`src/rla_pkg.sv`:
```
// Shared types, sizes and helpers for the resend lock arbiter.
// No dependencies; every other file refers to this package by scoped names.

package rla_pkg;

	localparam int unsigned ENTRIES = 64;
	localparam int unsigned IDX_W   = $clog2(ENTRIES);
	localparam int unsigned ID_W    = 16;
	localparam int unsigned TIME_W  = 32;
	localparam int unsigned CFG_IDX_W  = 8;
	localparam int unsigned CFG_DATA_W = 32;

	localparam logic [CFG_IDX_W-1:0] REG_PREFERRED = CFG_IDX_W'(0);
	localparam logic [CFG_IDX_W-1:0] REG_TIMEOUT   = CFG_IDX_W'(1);

	typedef struct packed {
		logic              valid;
		logic [ID_W-1:0]   id;
		logic [TIME_W-1:0] stamp;
	} entry_t;

	typedef struct packed {
		logic             clr;
		logic             step;
		logic [IDX_W-1:0] idx;
	} scan_ctl_t;

	typedef struct packed {
		logic              found;
		logic [IDX_W-1:0]  found_idx;
		logic              free_found;
		logic [IDX_W-1:0]  free_idx;
		logic              hold_found;
		logic [TIME_W-1:0] hold_age;
		logic [IDX_W-1:0]  all_idx;
		logic [TIME_W-1:0] all_age;
		logic [ID_W-1:0]   all_id;
		logic              ex_have;
		logic [TIME_W-1:0] ex_age;
		logic [ID_W-1:0]   ex_id;
		logic [IDX_W-1:0]  ex_idx;
	} scan_res_t;

	// Older wins; equal age goes to the lower id.
	function automatic logic older(input logic [TIME_W-1:0] age_a,
	                               input logic [ID_W-1:0]   id_a,
	                               input logic [TIME_W-1:0] age_b,
	                               input logic [ID_W-1:0]   id_b);
		older = (age_a > age_b) || ((age_a == age_b) && (id_a < id_b));
	endfunction

endpackage

```
`src/rla_cell.sv`:
```
// One evidence table entry: valid flag, originator id and time stamp.
// Depends on rla_pkg for the entry type.

module rla_cell (
	input  logic            clk,
	input  logic            arst_n,
	input  logic            shift,
	input  rla_pkg::entry_t nxt,
	input  logic            wr,
	input  rla_pkg::entry_t wr_data,
	output rla_pkg::entry_t ent
);

	logic                       valid_q;
	logic [rla_pkg::ID_W-1:0]   id_q;
	logic [rla_pkg::TIME_W-1:0] stamp_q;

	always_ff @(posedge clk or negedge arst_n) begin
		if (!arst_n) begin
			valid_q <= 1'b0;
		end else if (wr) begin
			valid_q <= 1'b1;
		end else if (shift) begin
			valid_q <= nxt.valid;
		end
	end

	always_ff @(posedge clk) begin
		if (wr) begin
			id_q    <= wr_data.id;
			stamp_q <= wr_data.stamp;
		end else if (shift) begin
			id_q    <= nxt.id;
			stamp_q <= nxt.stamp;
		end
	end

	assign ent = '{valid: valid_q, id: id_q, stamp: stamp_q};

endmodule

```
`src/rla_chain.sv`:
```
// Ring of evidence cells; rotates one place towards cell 0 per shift.
// Depends on rla_pkg and rla_cell.

module rla_chain (
	input  logic                      clk,
	input  logic                      arst_n,
	input  logic                      shift,
	input  logic                      wr,
	input  logic [rla_pkg::IDX_W-1:0] wr_idx,
	input  rla_pkg::entry_t           wr_data,
	output rla_pkg::entry_t           head
);

	rla_pkg::entry_t ents [rla_pkg::ENTRIES];

	for (genvar i = 0; i < rla_pkg::ENTRIES; i++) begin : g_cell
		rla_cell u_cell (
			.clk     (clk),
			.arst_n  (arst_n),
			.shift   (shift),
			.nxt     (ents[(i + 1) % rla_pkg::ENTRIES]),
			.wr      (wr && (wr_idx == rla_pkg::IDX_W'(i))),
			.wr_data (wr_data),
			.ent     (ents[i])
		);
	end

	assign head = ents[0];

endmodule

```
`src/rla_scan.sv`:
```
// Head evaluator: watches the entry at cell 0 during a rotation and keeps
// lookup hits, first free slot, holder age and eviction candidates. Uses rla_pkg.

module rla_scan (
	input  logic                       clk,
	input  logic                       arst_n,
	input  rla_pkg::scan_ctl_t         ctl,
	input  rla_pkg::entry_t            head,
	input  logic [rla_pkg::ID_W-1:0]   req,
	input  logic [rla_pkg::TIME_W-1:0] now,
	input  logic [rla_pkg::ID_W-1:0]   old_holder,
	output rla_pkg::scan_res_t         res
);

	logic                        found_q, free_q, hold_q, all_have_q, ex_have_q;
	logic [rla_pkg::IDX_W-1:0]   found_idx_q, free_idx_q, all_idx_q, ex_idx_q;
	logic [rla_pkg::TIME_W-1:0]  hold_age_q, all_age_q, ex_age_q;
	logic [rla_pkg::ID_W-1:0]    all_id_q, ex_id_q;
	logic [rla_pkg::TIME_W-1:0]  age;
	logic                        is_old, ex_ok, take_all, take_ex;

	always_comb begin
		age      = now - head.stamp;
		is_old   = (old_holder != '0) && (head.id == old_holder);
		ex_ok    = head.valid && !is_old;
		take_all = head.valid &&
		           (!all_have_q || rla_pkg::older(age, head.id, all_age_q, all_id_q));
		take_ex  = ex_ok &&
		           (!ex_have_q || rla_pkg::older(age, head.id, ex_age_q, ex_id_q));
	end

	always_ff @(posedge clk or negedge arst_n) begin
		if (!arst_n) begin
			found_q    <= 1'b0;
			free_q     <= 1'b0;
			hold_q     <= 1'b0;
			all_have_q <= 1'b0;
			ex_have_q  <= 1'b0;
		end else if (ctl.clr) begin
			found_q    <= 1'b0;
			free_q     <= 1'b0;
			hold_q     <= 1'b0;
			all_have_q <= 1'b0;
			ex_have_q  <= 1'b0;
		end else if (ctl.step) begin
			if (head.valid && head.id == req) found_q <= 1'b1;
			if (!head.valid) free_q <= 1'b1;
			if (head.valid && is_old) hold_q <= 1'b1;
			if (take_all) all_have_q <= 1'b1;
			if (take_ex) ex_have_q <= 1'b1;
		end
	end

	always_ff @(posedge clk) begin
		if (ctl.step) begin
			if (head.valid && head.id == req) found_idx_q <= ctl.idx;
			if (!head.valid && !free_q) free_idx_q <= ctl.idx;
			if (head.valid && is_old) hold_age_q <= age;
			if (take_all) begin
				all_age_q <= age;
				all_id_q  <= head.id;
				all_idx_q <= ctl.idx;
			end
			if (take_ex) begin
				ex_age_q <= age;
				ex_id_q  <= head.id;
				ex_idx_q <= ctl.idx;
			end
		end
	end

	assign res = '{found: found_q, found_idx: found_idx_q,
	               free_found: free_q, free_idx: free_idx_q,
	               hold_found: hold_q, hold_age: hold_age_q,
	               all_idx: all_idx_q, all_age: all_age_q, all_id: all_id_q,
	               ex_have: ex_have_q, ex_age: ex_age_q, ex_id: ex_id_q,
	               ex_idx: ex_idx_q};

endmodule

```
`src/resend_lock_arbiter.sv`:
```
// Resend lock arbiter top level: control sequencer, configuration registers,
// lock arbitration and result register. Depends on rla_pkg, rla_chain, rla_scan.
//
//  channel   handshake              beat contents
//  -------   ---------------------  ----------------------------------------
//  in        in_valid / in_stall    requester_id, now_time
//  out       out_valid / out_stall  holder_id, holder_changed, entry_evicted
//  cfg       cfg_valid / cfg_ready  cfg_index (0 preferred id, 1 timeout),
//                                   cfg_data
//
// Per input beat the evidence ring rotates once through the head evaluator,
// then a decide cycle writes the table and loads the result register.
// Reset clears every valid flag at once, the holder and both registers.
// in_stall is high from acceptance until the decide cycle completes; a
// result held by out_stall blocks only the decide cycle of the next beat.

module resend_lock_arbiter (
	input  logic                           clk,
	input  logic                           arst_n,
	input  logic                           in_valid,
	output logic                           in_stall,
	input  logic [rla_pkg::ID_W-1:0]       requester_id,
	input  logic [rla_pkg::TIME_W-1:0]     now_time,
	output logic                           out_valid,
	input  logic                           out_stall,
	output logic [rla_pkg::ID_W-1:0]       holder_id,
	output logic                           holder_changed,
	output logic                           entry_evicted,
	input  logic                           cfg_valid,
	output logic                           cfg_ready,
	input  logic [rla_pkg::CFG_IDX_W-1:0]  cfg_index,
	input  logic [rla_pkg::CFG_DATA_W-1:0] cfg_data
);

	typedef enum logic [1:0] {ST_IDLE, ST_SCAN, ST_DECIDE} state_t;

	state_t                     state_q;
	logic [rla_pkg::IDX_W-1:0]  cnt_q;
	logic [rla_pkg::ID_W-1:0]   req_q, old_q, holder_q, pref_q;
	logic [rla_pkg::TIME_W-1:0] now_q, tmo_q;
	logic                       out_valid_q, changed_q, evicted_q;
	logic [rla_pkg::ID_W-1:0]   out_holder_q;

	rla_pkg::entry_t    head;
	rla_pkg::scan_ctl_t ctl;
	rla_pkg::scan_res_t res;

	logic                       accept, leave, pending, wr;
	logic [rla_pkg::IDX_W-1:0]  wr_idx;
	logic [rla_pkg::ID_W-1:0]   new_holder;
	rla_pkg::entry_t            wr_data;

	assign in_stall  = (state_q != ST_IDLE);
	assign accept    = in_valid && !in_stall;
	assign cfg_ready = 1'b1;

	// Decide cycle may finish once the result register is free or draining.
	assign leave = (state_q == ST_DECIDE) && !(out_valid_q && out_stall);

	assign ctl = '{clr: accept, step: (state_q == ST_SCAN), idx: cnt_q};

	rla_chain u_chain (
		.clk     (clk),
		.arst_n  (arst_n),
		.shift   (ctl.step),
		.wr      (wr),
		.wr_idx  (wr_idx),
		.wr_data (wr_data),
		.head    (head)
	);

	rla_scan u_scan (
		.clk        (clk),
		.arst_n     (arst_n),
		.ctl        (ctl),
		.head       (head),
		.req        (req_q),
		.now        (now_q),
		.old_holder (old_q),
		.res        (res)
	);

	// Arbitration and table write for the decide cycle.
	always_comb begin
		new_holder = old_q;
		if (pref_q != '0 && req_q == pref_q) begin
			new_holder = req_q;
		end else if (old_q == '0) begin
			new_holder = req_q;
		end else if (old_q != req_q && old_q != pref_q) begin
			// drop a holder with no evidence or evidence at or past the timeout
			if (!res.hold_found || res.hold_age >= tmo_q) new_holder = req_q;
		end

		pending = !res.found && !res.free_found;
		wr      = 1'b0;
		wr_idx  = res.found_idx;
		if (res.found) begin
			wr = 1'b1;
		end else if (res.free_found) begin
			wr     = 1'b1;
			wr_idx = res.free_idx;
		end else if (new_holder != '0 && new_holder == req_q) begin
			// requester holds the lock, so it cannot be the victim
			wr     = 1'b1;
			wr_idx = res.all_idx;
		end else if (new_holder == '0) begin
			// lock left free: every entry competes with the requester
			if (rla_pkg::older(res.all_age, res.all_id, '0, req_q)) begin
				wr     = 1'b1;
				wr_idx = res.all_idx;
			end
		end else if (res.ex_have &&
		             rla_pkg::older(res.ex_age, res.ex_id, '0, req_q)) begin
			wr     = 1'b1;
			wr_idx = res.ex_idx;
		end
		wr      = wr && leave;
		wr_data = '{valid: 1'b1, id: req_q, stamp: now_q};
	end

	// Sequencer, configuration and result register.
	always_ff @(posedge clk or negedge arst_n) begin
		if (!arst_n) begin
			state_q     <= ST_IDLE;
			cnt_q       <= '0;
			holder_q    <= '0;
			pref_q      <= '0;
			tmo_q       <= '0;
			out_valid_q <= 1'b0;
		end else begin
			if (cfg_valid && cfg_ready) begin
				case (cfg_index)
					rla_pkg::REG_PREFERRED: pref_q <= cfg_data[rla_pkg::ID_W-1:0];
					rla_pkg::REG_TIMEOUT:   tmo_q  <= cfg_data[rla_pkg::TIME_W-1:0];
					default: ;
				endcase
			end

			if (leave) begin
				out_valid_q <= 1'b1;
			end else if (out_valid_q && !out_stall) begin
				out_valid_q <= 1'b0;
			end

			case (state_q)
				ST_IDLE: begin
					cnt_q <= '0;
					if (accept) state_q <= ST_SCAN;
				end
				ST_SCAN: begin
					// advance one entry per cycle until the ring is back home
					cnt_q <= cnt_q + 1'b1;
					if (cnt_q == rla_pkg::IDX_W'(rla_pkg::ENTRIES - 1)) state_q <= ST_DECIDE;
				end
				ST_DECIDE: begin
					if (leave) begin
						holder_q <= new_holder;
						state_q  <= ST_IDLE;
					end
				end
				default: state_q <= ST_IDLE;
			endcase
		end
	end

	// Hold the request fields and the result payload.
	always_ff @(posedge clk) begin
		if (accept) begin
			req_q <= requester_id;
			now_q <= now_time;
			old_q <= holder_q;
		end
		if (leave) begin
			out_holder_q <= new_holder;
			changed_q    <= (new_holder != old_q);
			evicted_q    <= pending;
		end
	end

	assign out_valid      = out_valid_q;
	assign holder_id      = out_holder_q;
	assign holder_changed = changed_q;
	assign entry_evicted  = evicted_q;

endmodule
```
`config.mk`:
```
export PLATFORM = sky130hd
export DESIGN_NAME = resend_lock_arbiter
export DESIGN_NICKNAME = d
export VERILOG_FILES = /design/src/rla_pkg.sv /design/src/rla_cell.sv /design/src/rla_chain.sv /design/src/rla_scan.sv /design/src/resend_lock_arbiter.sv
export SDC_FILE = /design/constraint.sdc
export NUM_CORES = 2
export LEC_CHECK = 0
export BUFFER_PORTS_ARGS = -buffer_cell sky130_fd_sc_hd__buf_2
export CORE_MARGIN = 10
export CORE_UTILIZATION = 40
export DETAILED_ROUTE_END_ITERATION = 16
export SYNTH_ARGS = -nofsm -noshare
export SYNTH_HDL_FRONTEND = slang
export SYNTH_SLANG_ARGS = --single-unit
```
`constraint.sdc`:
```
create_clock -name clk -period 27.1 [get_ports clk]
set_input_delay 2.71 -clock clk [delete_from_list [all_inputs] [get_ports clk]]
set_output_delay 2.71 -clock clk [all_outputs]
set_load 0.1 [all_outputs]
```
==> results.tsv <==
stage	metric	value	unit
min_path	min_path_cells	0	
die	die_h	634	um
yosys	synth_fp_nets	8991	
place	port_buffers	112	
grt	grt-ovfl-total	0	
yosys	ys_warn_count	0	
grt	grt_pass1_wl	540000	um
grt	grt_antenna_before_repair	24	
min_path	holdPathEnd	old_q[15]	
yosys	ys_async_sr_fraction	4.12	%
clocking	post_cts_buffers	0	
grt	grt_usage	17.5	%
grt	grt_pass1_vias	79539	
timing	worst_slew_pin_slew	1540	ps
setup_path	r2r_slack	19000	ps
setup_path	worstSetupPathType	register to register	
timing	hold_viol	0	
yosys	synth_largest_area_cell	edfxtp_1	
power_and_ir_drop	ir_drop	0.0579	mV
min_path	hold_class	register to register	
place	globalplace.congestion	0.878	
timing	fmax	123	MHz
timing	rsz0062_at_grt	false	
yosys	netlist_area	151000	um^2
die	initial_core_util	40.1	%
clocking	cts_resized	0	
clocking	ctsRootBufferMaster	clkbuf_16	
setup_path	r2r-end	u_chain.g_cell[46].u_cell.id_q[6]	
status	violations	capacitance limit, slew limit	
timing	finClkSkew	55.1	ps
grt	gr-usage-met1	24.5	%
place	place_ws	19230	ps
finish	layout.cells.most_common	edfxtp_1	
route	vias	75468	
timing	period_share	29.9	%
yosys	synthCells	8709	
place	dp.final_hpwl	216000	um
route	vias_per_cell	5.39	
clocking	numCtsBuffers	369	
timing	finalWorstSetupSlack	19000	ps
finish	drive_gt1_share	35.0	%
power_and_ir_drop	p_per_area	64.3	nW/um^2
yosys	yosys-top-cells-area	edfxtp_1, mux2_2, mux2_1, dfrtp_1, ha_1	
run	drv_cap	1	
route	drc	0	
grt	use_met2	28.5	%
clocking	clock-sinks	3448	
die	io_pins	114	
finish	area_delta_synth_final	11.8	%
finish	fin_area	168000	um^2
setup_path	endpoint_kind	register	
die	die_area	401000	um^2
route	first_iter_violations	6115	
setup_path	startpoint_type	register	
setup_path	cp_data_required_time	27630	ps
grt	grt_max_degree	71	
clocking	cts.path.max_buffers	4	
finish	fin_nets	8944	
status	outcome	complete, but fails checks	
yosys	ys_seq_area_share	68.3	%
timing	finalSetupViolCount	0	
yosys	ys_types	68	
route	routed_wirelength	362000	um
yosys	synth.top_cell.area_share	65.9	%
clocking	clkTransAtPathRegs	60	ps
grt	use_met3	2.70	%
min_path	min_from	holder_q[15]	
setup_path	r2r_cells	15	
setup_path	timing.rr.start	req_q[4]	
route	first_pass_iters	6	
timing	slew_viol_final	3	
clocking	cts_tree	done	
clocking	ctsHtreeMaxLevel	5	
route	post_drt_wl_per_cell	25.8	um
yosys	synth.avg_cell_area	17.3	um^2
die	rows	225	
route	ant_nets	0	
die	coreArea	375000	um^2
grt	grt-busiest-layer	met2	
clocking	clock_latency	940	ps
setup_path	arrival	8640	ps
finish	final_cell_mix	edfxtp_1, mux2_2, mux2_1, clkbuf_16, buf_4	
timing	max_slew_margin	-4.02	%
yosys	synth_edf_count	3306	
yosys	ys.flop_type	edfxtp_1	
yosys	synth-seq-cells	3448	
die	die_x	634	um
setup_path	cp_max_fo	70	
place	placed_area	156000	um^2
timing	fin_setup_tns	0	ps
power_and_ir_drop	leakagePower	72.9	nW
clocking	cts_hold_buf	0	
timing	fin_crit	8100	ps
[power by group]
group	internal (W)	switching [W]
Sequential	0.00575	0.00000508
Combinational	0.0000123	0.0000175
Clock	0.00290	0.00214
[per-stage QoR]
step	power, W	util [%]	std cells	hold WS, ps
finish	0.0108	44.9	13992	443
global route	0.0111	44.9	13985	452
detailed placement	0.00590	41.6	13282	430
CTS	0.0109	44.8	13971	444
global placement	0.00590	41.6	13282	427
floorplan	0.00588	-	8709	421
[sequential cells by signal (all words and copies together), names as in the netlist, 32 cells and up]
| signal | flops |
|---|---|
| now_q | 32 |
| u_scan.all_age_q | 32 |
| u_chain.g_cell.u_cell.stamp_q | 2048 |
| u_chain.g_cell.u_cell.id_q | 1024 |
| u_scan.ex_age_q | 32 |
| tmo_q | 32 |
| u_scan.hold_age_q | 32 |
| u_chain.g_cell.u_cell.valid_q | 64 |
[critical path, cell delays in order (launching register included)]
cell	delay (ps)
edfxtp_1	320
buf_4	750
xnor2_1	200
nand4_1	180
nor4_2	980
nor2_1	260
o211ai_1	400
nand2_1	850
a221oi_1	650
nor2b_1	330
and3_1	350
buf_4	370
and3_2	240
buf_4	560
nand2b_2	550
buf_4	510
[Yosys cell counts (6+ instances only)]
master and count:
edfxtp_1 3306, mux2_2 2117, mux2_1 1037, clkbuf_1 372, buf_2 330, ha_1 188, inv_1 183, nand2_1 181
dfrtp_1 142, nand3_1 87, xnor2_1 78, nor2_1 66, a21oi_1 59, a21o_1 51, nand4_1 50, o21ai_0 46
nand2b_1 42, nor4_1 42, and3_1 36, buf_1 33, xor2_1 30, buf_4 29, o21a_1 24, nand3b_1 22
nor2b_1 22, nor3_1 18, a211oi_1 10, o21bai_1 9, a31oi_1 8, and2_1 8, and4_1 8, o211ai_1 8
o31a_1 6, o31ai_1 6
[worst max-delay path by stage]
stage	startpoint	to	cells after the start
finish	req_q[4]	u_chain.g_cell[46].u_cell.id_q[6]	15
global route	req_q[4]	u_chain.g_cell[1].u_cell.stamp_q[19]	13
global placement	req_q[4]	u_chain.g_cell[46].u_cell.id_q[15]	15
CTS	req_q[4]	u_chain.g_cell[46].u_cell.id_q[6]	15
detailed placement	req_q[4]	u_chain.g_cell[46].u_cell.id_q[13]	15
floorplan	now_q[0]	u_scan.ex_age_q[0]	24
[routing by layer]
metal | routed length (um) | part of all wire [%]
met1 | 164000 | 45
met2 | 170000 | 47
met3 | 18400 | 5.1
met4 | 9460 | 2.6
met5 | 26 | 0.0072
[layout make-up]
type | instances | area [um^2]
inverters | 184 | 692
flip-flops and latches | 3448 | 103000
fillers | 31928 | 207000
multi-input cells | 4313 | 44100
repair buffers | 346 | 2350
clock inverters | 224 | 2270
diodes | 18 | 45.0
well taps | 4994 | 6250
clock buffers | 465 | 9770
[cells by family (layout without fill, tap and decap cells)]
logic type / Yosys count / in the layout / share of synthesized area [%]
DFF: 3448 / 3448 / 68.3
muxes: 3154 / 3154 / 23.6
buffers and inverters: 948 / 1219 / 2.71
and+or+nand+nor: 597 / 597 / 2.03
AOI/OAI and AO/OA: 264 / 264 / 1.18
adders and majority gates: 189 / 189 / 1.58
xor gates and xnor gates: 108 / 108 / 0.628
other: 1 / 19 / 0.00249
Power figures use the tool's default switching activity.
